$ cat config.mk
export PLATFORM = sky130hd
export DESIGN_NAME = vector_infinity_norm
export DESIGN_NICKNAME = d
export VERILOG_FILES = /design/src/rtl/core/vin_pkg.sv /design/src/rtl/core/vin_ctrl.sv /design/src/rtl/core/vin_datapath.sv /design/src/rtl/core/vector_infinity_norm.sv
export SDC_FILE = /design/constraint.sdc
export NUM_CORES = 2
export LEC_CHECK = 0
export BUFFER_PORTS_ARGS = -buffer_cell sky130_fd_sc_hd__buf_2
export CAP_MARGIN = 30
export CELL_PAD_IN_SITES_DETAIL_PLACEMENT = 0
export CELL_PAD_IN_SITES_GLOBAL_PLACEMENT = 1
export CORE_ASPECT_RATIO = 2
export CORE_MARGIN = 4
export CORE_UTILIZATION = 55
export DETAILED_ROUTE_END_ITERATION = 10
export GPL_TIMING_DRIVEN = 0
export PLACE_DENSITY = 0.95
export SLEW_MARGIN = 5
export SYNTH_ARGS = -nofsm -noshare
export SYNTH_HDL_FRONTEND = slang
export SYNTH_SLANG_ARGS = --single-unit
$ cat constraint.sdc
create_clock -name i_clk -period 21.1 [get_ports i_clk]
set_input_delay 4.22 -clock i_clk [delete_from_list [all_inputs] [get_ports i_clk]]
set_output_delay 4.22 -clock i_clk [all_outputs]
set_load 0.02 [all_outputs]
$ cat src/rtl/core/vin_pkg.sv
`default_nettype none

package vin_pkg;

    // sample and result geometry
    localparam int SAMPLE_WIDTH = 16;
    localparam int MAG_W        = SAMPLE_WIDTH;
    localparam int SQ_W         = 2 * SAMPLE_WIDTH;
    localparam int ROOT_STEPS   = SAMPLE_WIDTH;
    localparam int STEP_CNT_W   = $clog2(ROOT_STEPS);
    localparam int IN_DATA_W    = 2 * SAMPLE_WIDTH;

    // controller states
    typedef enum logic [1:0] {
        ST_ACCUM,
        ST_ROOT,
        ST_EMIT
    } t_state;

    // controller to datapath
    typedef struct packed {
        logic sqrt_load;
        logic sqrt_step;
        logic out_load;
    } t_dp_cmd;

    // datapath to controller
    typedef struct packed {
        logic last_in_pipe;
        logic last_at_tail;
        logic out_free;
    } t_dp_status;

endpackage

`default_nettype wire

$ cat src/rtl/core/vin_ctrl.sv
`default_nettype none

module vin_ctrl (
    input  wire logic                i_clk,
    input  wire logic                i_rst_n,
    input  wire vin_pkg::t_dp_status i_status,
    output vin_pkg::t_dp_cmd         o_cmd,
    output logic                     o_in_ready
);
    import vin_pkg::*;

    t_state                r_state;
    t_state                n_state;
    logic [STEP_CNT_W-1:0] r_step_cnt;
    logic [STEP_CNT_W-1:0] n_step_cnt;

    // state and step counter
    always_ff @(posedge i_clk) begin
        if (!i_rst_n) begin
            r_state    <= ST_ACCUM;
            r_step_cnt <= '0;
        end else begin
            r_state    <= n_state;
            r_step_cnt <= n_step_cnt;
        end
    end

    // next state and commands
    always_comb begin
        n_state    = r_state;
        n_step_cnt = r_step_cnt;
        o_cmd      = '0;
        o_in_ready = 1'b0;
        unique case (r_state)
            ST_ACCUM: begin
                o_in_ready = !i_status.last_in_pipe;
                if (i_status.last_at_tail) begin
                    o_cmd.sqrt_load = 1'b1;
                    n_step_cnt      = '0;
                    n_state         = ST_ROOT;
                end
            end
            ST_ROOT: begin
                o_cmd.sqrt_step = 1'b1;
                n_step_cnt      = r_step_cnt + 1'b1;
                if (r_step_cnt == STEP_CNT_W'(ROOT_STEPS - 1)) begin
                    n_state = ST_EMIT;
                end
            end
            ST_EMIT: begin
                if (i_status.out_free) begin
                    o_cmd.out_load = 1'b1;
                    n_state        = ST_ACCUM;
                end
            end
            default: begin
                n_state = ST_ACCUM;
            end
        endcase
    end

endmodule

`default_nettype wire

$ cat src/rtl/core/vin_datapath.sv
`default_nettype none

module vin_datapath (
    input  wire logic                                i_clk,
    input  wire logic                                i_rst_n,
    input  wire logic                                i_cfg_wr_en,
    input  wire logic                                i_cfg_wr_data,
    input  wire logic                                i_in_accept,
    input  wire logic signed [vin_pkg::MAG_W-1:0]    i_real_part,
    input  wire logic signed [vin_pkg::MAG_W-1:0]    i_imag_part,
    input  wire logic                                i_last,
    input  wire logic                                i_out_ready,
    input  wire vin_pkg::t_dp_cmd                    i_cmd,
    output vin_pkg::t_dp_status                      o_status,
    output logic                                     o_out_valid,
    output logic [vin_pkg::SAMPLE_WIDTH-1:0]         o_norm
);
    import vin_pkg::*;

    localparam logic [SQ_W-1:0] BIT_INIT = SQ_W'(1) << (SQ_W - 2);

    logic                     r_complex_mode;
    logic                     r_s1_valid;
    logic                     r_s1_last;
    logic [MAG_W-1:0]         r_s1_mag_re;
    logic [MAG_W-1:0]         r_s1_mag_im;
    logic                     r_s2_valid;
    logic                     r_s2_last;
    logic [SQ_W-1:0]          r_s2_sq_re;
    logic [SQ_W-1:0]          r_s2_sq_im;
    logic [SQ_W-1:0]          r_run_max;
    logic [SQ_W-1:0]          r_rem;
    logic [SQ_W-1:0]          r_res;
    logic [SQ_W-1:0]          r_bit;
    logic [SAMPLE_WIDTH-1:0]  r_out_data;
    logic                     r_out_valid;

    logic [MAG_W-1:0]         w_mag_re;
    logic [MAG_W-1:0]         w_mag_im;
    logic [SQ_W-1:0]          w_sq_re;
    logic [SQ_W-1:0]          w_sq_im;
    logic [SQ_W-1:0]          w_sum;
    logic [SQ_W-1:0]          w_new_max;
    logic [SQ_W-1:0]          w_trial;

    // mode register
    always_ff @(posedge i_clk) begin
        if (!i_rst_n) begin
            r_complex_mode <= 1'b1;
        end else if (i_cfg_wr_en) begin
            r_complex_mode <= i_cfg_wr_data;
        end
    end

    // absolute values, imaginary part dropped in real mode
    assign w_mag_re = i_real_part[MAG_W-1] ? MAG_W'(~i_real_part + 1'b1) : MAG_W'(i_real_part);
    assign w_mag_im = !r_complex_mode ? '0 :
                      i_imag_part[MAG_W-1] ? MAG_W'(~i_imag_part + 1'b1) : MAG_W'(i_imag_part);

    // stage 1: magnitudes
    always_ff @(posedge i_clk) begin
        if (!i_rst_n) begin
            r_s1_valid <= 1'b0;
        end else begin
            r_s1_valid <= i_in_accept;
        end
        if (i_in_accept) begin
            r_s1_last   <= i_last;
            r_s1_mag_re <= w_mag_re;
            r_s1_mag_im <= w_mag_im;
        end
    end

    // stage 2: squares
    assign w_sq_re = SQ_W'(r_s1_mag_re) * SQ_W'(r_s1_mag_re);
    assign w_sq_im = SQ_W'(r_s1_mag_im) * SQ_W'(r_s1_mag_im);

    always_ff @(posedge i_clk) begin
        if (!i_rst_n) begin
            r_s2_valid <= 1'b0;
        end else begin
            r_s2_valid <= r_s1_valid;
        end
        if (r_s1_valid) begin
            r_s2_last  <= r_s1_last;
            r_s2_sq_re <= w_sq_re;
            r_s2_sq_im <= w_sq_im;
        end
    end

    // running maximum, cleared once the vector end is folded in
    assign w_sum     = r_s2_sq_re + r_s2_sq_im;
    assign w_new_max = (w_sum > r_run_max) ? w_sum : r_run_max;

    always_ff @(posedge i_clk) begin
        if (!i_rst_n) begin
            r_run_max <= '0;
        end else if (r_s2_valid) begin
            r_run_max <= r_s2_last ? '0 : w_new_max;
        end
    end

    // floor square root, one result bit per step
    assign w_trial = r_res + r_bit;

    always_ff @(posedge i_clk) begin
        if (i_cmd.sqrt_load) begin
            r_rem <= w_new_max;
            r_res <= '0;
            r_bit <= BIT_INIT;
        end else if (i_cmd.sqrt_step) begin
            if (r_rem >= w_trial) begin
                r_rem <= r_rem - w_trial;
                r_res <= (r_res >> 1) + r_bit;
            end else begin
                r_res <= r_res >> 1;
            end
            r_bit <= r_bit >> 2;
        end
    end

    // output register
    always_ff @(posedge i_clk) begin
        if (!i_rst_n) begin
            r_out_valid <= 1'b0;
        end else if (i_cmd.out_load) begin
            r_out_valid <= 1'b1;
        end else if (i_out_ready) begin
            r_out_valid <= 1'b0;
        end
        if (i_cmd.out_load) begin
            r_out_data <= r_res[SAMPLE_WIDTH-1:0];
        end
    end

    // status back to the controller
    assign o_status.last_in_pipe = (r_s1_valid && r_s1_last) || (r_s2_valid && r_s2_last);
    assign o_status.last_at_tail = r_s2_valid && r_s2_last;
    assign o_status.out_free     = !r_out_valid || i_out_ready;

    assign o_out_valid = r_out_valid;
    assign o_norm      = r_out_data;

endmodule

`default_nettype wire

$ cat src/rtl/core/vector_infinity_norm.sv
// throughput: one sample per cycle inside a vector; the 16-step restoring square root
// holds off input after each vector end
// a finished norm waits in the output register while the next vector streams in
// reset: synchronous, active low; clears the running maximum, valids and state,
// and sets complex_mode to 1
`default_nettype none

module vector_infinity_norm (
    input  wire logic                               i_clk,
    input  wire logic                               i_rst_n,
    input  wire logic                               i_cfg_wr_en,
    input  wire logic                               i_cfg_wr_data,
    input  wire logic                               s_axis_tvalid,
    output logic                                    s_axis_tready,
    input  wire logic [vin_pkg::IN_DATA_W-1:0]      s_axis_tdata,  // real_part, imag_part
    input  wire logic                               s_axis_tlast,  // last
    output logic                                    m_axis_tvalid,
    input  wire logic                               m_axis_tready,
    output logic [vin_pkg::SAMPLE_WIDTH-1:0]        m_axis_tdata   // norm
);
    import vin_pkg::*;

    t_dp_cmd    w_cmd;
    t_dp_status w_status;
    logic       w_in_accept;

    assign w_in_accept = s_axis_tvalid && s_axis_tready;

    // sequencer
    vin_ctrl u_ctrl (
        .i_clk      (i_clk),
        .i_rst_n    (i_rst_n),
        .i_status   (w_status),
        .o_cmd      (w_cmd),
        .o_in_ready (s_axis_tready)
    );

    // accumulation, square root and output register
    vin_datapath u_datapath (
        .i_clk         (i_clk),
        .i_rst_n       (i_rst_n),
        .i_cfg_wr_en   (i_cfg_wr_en),
        .i_cfg_wr_data (i_cfg_wr_data),
        .i_in_accept   (w_in_accept),
        .i_real_part   (s_axis_tdata[SAMPLE_WIDTH-1:0]),
        .i_imag_part   (s_axis_tdata[IN_DATA_W-1:SAMPLE_WIDTH]),
        .i_last        (s_axis_tlast),
        .i_out_ready   (m_axis_tready),
        .i_cmd         (w_cmd),
        .o_status      (w_status),
        .o_out_valid   (m_axis_tvalid),
        .o_norm        (m_axis_tdata)
    );

`ifndef SYNTHESIS
    // no second sample enters right behind a vector end
    a_hold_after_last: assert property (@(posedge i_clk) disable iff (!i_rst_n)
        (w_in_accept && s_axis_tlast) |=> !s_axis_tready)
        else $error("input taken right after a vector end");

    // a root start blocks input and begins the root steps
    a_hold_during_root: assert property (@(posedge i_clk) disable iff (!i_rst_n)
        w_cmd.sqrt_load |=> (!s_axis_tready && w_cmd.sqrt_step))
        else $error("root start did not block input");

    // a loaded norm is presented next cycle
    a_out_load_valid: assert property (@(posedge i_clk) disable iff (!i_rst_n)
        w_cmd.out_load |=> m_axis_tvalid)
        else $error("norm loaded but not valid");

    // a pending norm is never overwritten
    a_no_overwrite: assert property (@(posedge i_clk) disable iff (!i_rst_n)
        (m_axis_tvalid && !m_axis_tready) |-> !w_cmd.out_load)
        else $error("pending norm overwritten");
`endif

endmodule

`default_nettype wire
==> flow_summary.json <==
{
  "status": "finished, final reports clean",
  "final.setup.tns_ps": 0,
  "min_path_cells": 0,
  "critPathKind": "register to register",
  "setup_viol": 0,
  "skew_ps": 13.5,
  "r2r_end": "u_datapath.r_s2_sq_im[29]",
  "first_pass_iters": 7,
  "root_buffer": "clkbuf_16",
  "cp.arrival_ps": 7640,
  "vias_per_cell": 5.75,
  "io_buffers": 56,
  "regToRegStartpoint": "u_datapath.r_s1_mag_im[4]",
  "syn-cell-area_mm2": 0.0290,
  "cts.sinks": 234,
  "clockBufferDepth": 3,
  "synth.avg_cell_area_um2": 9.23,
  "path_max_fanout": 10,
  "async_reset_ff_share_pct": 0,
  "grt_usage_pct": 27.3,
  "synth_edf_count": 144,
  "max_freq_mhz": 136,
  "reg2reg_setup_slack_ps": 13770,
  "dpl-instance-area_mm2": 0.0302,
  "htree_num_levels": 1,
  "fin_crit_sh_pct": 34.7,
  "holdPathEnd": "u_datapath.o_norm[11]",
  "synth-simple-area-share_pct": 13.2,
  "gp_congestion": 0.973,
  "hold_class": "register to register",
  "clock_latency_ps": 570,
  "grt_pass1_wl_mm": 123,
  "grt_overflow": 0,
  "synth_ff_type": "edfxtp_1",
  "yosysWarnings": 0,
  "drt_iter0_drc": 1047,
  "ys_types": 78,
  "ys_seq_area_share_pct": 21.1,
  "maxCapViolCount": 0,
  "ys_ff_latch": 234,
  "wl_per_cell_um": 19.5,
  "layout_common_cells": "inv_1 (548), ha_1 (332), fa_1 (325), nand2_1 (284), nor2_1 (147)",
  "core-area_mm2": 0.0520,
  "hold_viol_final": 0,
  "worst_slew_pin_slew_ps": 903,
  "rr_worst_depth": 23,
  "worstHoldStart": "u_datapath.r_res[11]",
  "grt_pass1_vias": 24900,
  "required_ps": 21410,
  "wirelength_mm": 76.2,
  "die_w_um": 170,
  "cts_buffers": 24,
  "vias": 22500,
  "layout_min_cycle_time_ps": 7330,
  "yosysTopAreaCell": "fa_1",
  "hold_buffers": 0,
  "synth_top_area_share_pct": 22.4,
  "slew_headroom_pct": 39.4,
  "synth.area.mux_share_pct": 1.60,
  "drc": 0,
  "die_y_um": 333,
  "drv_slew": 0,
  "cts_tree": "yes",
  "synth_top_family_by_area": "adder cells",
  "clk_pin_slew_ps": 70,
  "fin_area_mm2": 0.0311,
  "holdWs_ps": 466,
  "synth_compound_area_share_pct": 12.6,
  "die_area_mm2": 0.0567,
  "final_cell_count_no_fill": 3907,
  "synthXorXnorAreaFrac_pct": 6.16,
  "ys_top_cells_by_area": "fa_1 (22%), edfxtp_1 (15%), ha_1 (14%)",
  "grt_max_degree": 45,
  "num-fill-cells": 4484,
  "post_cts_buffers": 0,
  "drive_gt1_share_pct": 5.21,
  "syn_inst": 3142,
  "antenna_found_initial": 1,
  "nets": 3924,
  "layout_commonest_cell": "inv_1",
  "dpl.hpwl_mm": 64.2,
  "syn-num-nets": 3838,
  "rsz0062_at_grt": "no",
  "placed_cells": 3862,
  "yosys.area_share.adder_pct": 36.8,
  "io_pins": 57,
  "start_util_pct": 55.8,
  "post_cts_resized": 0,
  "cp-start-kind": "register",
  "area_delta_synth_final_pct": 7.11,
  "ant_nets": 0,
  "endpoint_kind": "register",
  "num_rows": 118
}
==> cell usage after synthesis, drive strengths merged (17+ instances only) <==
master  count
a31o       17
a211oi     22
nor3       33
xor2       66
edfxtp    144
a21o       62
o21bai     19
o21ai     126
nand4      19
clkbuf     87
nand2     284
and3       22
inv       548
ha        332
nor2      147
xnor2     138
and2       98
fa        325
nand3      68
nor2b      63
nand2b     20
mux2i      42
a31oi      38
a21oi     138
dfxtp      90
a22oi      27
==> registers in the layout (all words and copies together), names as in the netlist, 16 cells and up <==
register,cells
u_datapath.r_rem,32
u_datapath.r_res,32
u_datapath.r_run_max,32
u_datapath.r_s2_sq_im,31
u_datapath.r_s2_sq_re,31
u_datapath.o_norm,16
u_datapath.r_bit,16
u_datapath.r_s1_mag_im,16
u_datapath.r_s1_mag_re,16
==> metrics by stage <==
step           util, %  setup slack (ps)
3_5_place_dp      58.1             13910
4_1_cts           59.8             13860
5_1_grt           59.8             13420
6_report          59.8             13770
3_3_place_gp      57.9             12130
2_1_floorplan        -             14350
==> critical path, cell delays in order, from the launching register on <==
cell,delay (ps)
edfxtp_1,440
clkbuf_1,430
clkbuf_1,560
nand2_1,190
fa_1,550
fa_1,440
inv_1,80
ha_1,140
inv_1,50
fa_1,490
inv_1,50
fa_1,540
inv_1,60
fa_1,470
inv_1,50
ha_1,220
or2_2,310
o31ai_1,670
nor3_1,230
o2111ai_1,320
nand4_1,210
a31o_2,270
a21oi_1,190
xnor2_1,110
==> metal layers <==
layer	share of wire [%]	vias up	global-route usage, %
met5	0	-	0
met4	10	0	22.5
met1	31	11000	24.7
met3	3.5	317	2.92
li1	-	10600	-
met2	55	611	52.5
==> worst max path at each step <==
stage                                          start                   endpoint  slack, ps  cells past startpoint
final                      u_datapath.r_s1_mag_im[4]  u_datapath.r_s2_sq_im[29]      13770                     23
after global routing       u_datapath.r_s1_mag_im[4]  u_datapath.r_s2_sq_im[29]      13420                     23
after CTS                  u_datapath.r_s1_mag_im[4]  u_datapath.r_s2_sq_im[29]      13860                     23
after detailed placement  u_datapath.r_s1_mag_re[12]  u_datapath.r_s2_sq_re[31]      13910                     19
after global placement           u_datapath.r_res[4]        u_datapath.r_rem[4]      12130                     17
after floorplan                  u_datapath.r_res[4]        u_datapath.r_rem[0]      14350                     17
==> layout make-up <==
class / instances / area [um^2] / share of cell area [%]
Antenna cell: 1 / 2.50 / 0.00806
Buffer: 102 / 425 / 1.37
Clock buffer: 29 / 703 / 2.26
Clock inverter: 15 / 155 / 0.499
Inverter: 548 / 2060 / 6.62
Multi-Input combinational cell: 2258 / 20400 / 65.7
Sequential cell: 234 / 6130 / 19.7
Tap cell: 660 / 826 / 2.66
Timing Repair Buffer: 60 / 355 / 1.14
==> cell families (layout without fill, tap and decap cells) <==
group / count (synthesis) / count (layout)
simple gates: 794 / 794
fa+ha+maj: 657 / 657
buf+inv: 650 / 754
compound gates: 557 / 557
flops: 234 / 234
xor+xnor: 204 / 204
mux: 46 / 46
other cells: 0 / 1
Power is not shown: default switching activity piles up to over one toggle a cycle in this logic, so the estimate is an artifact.
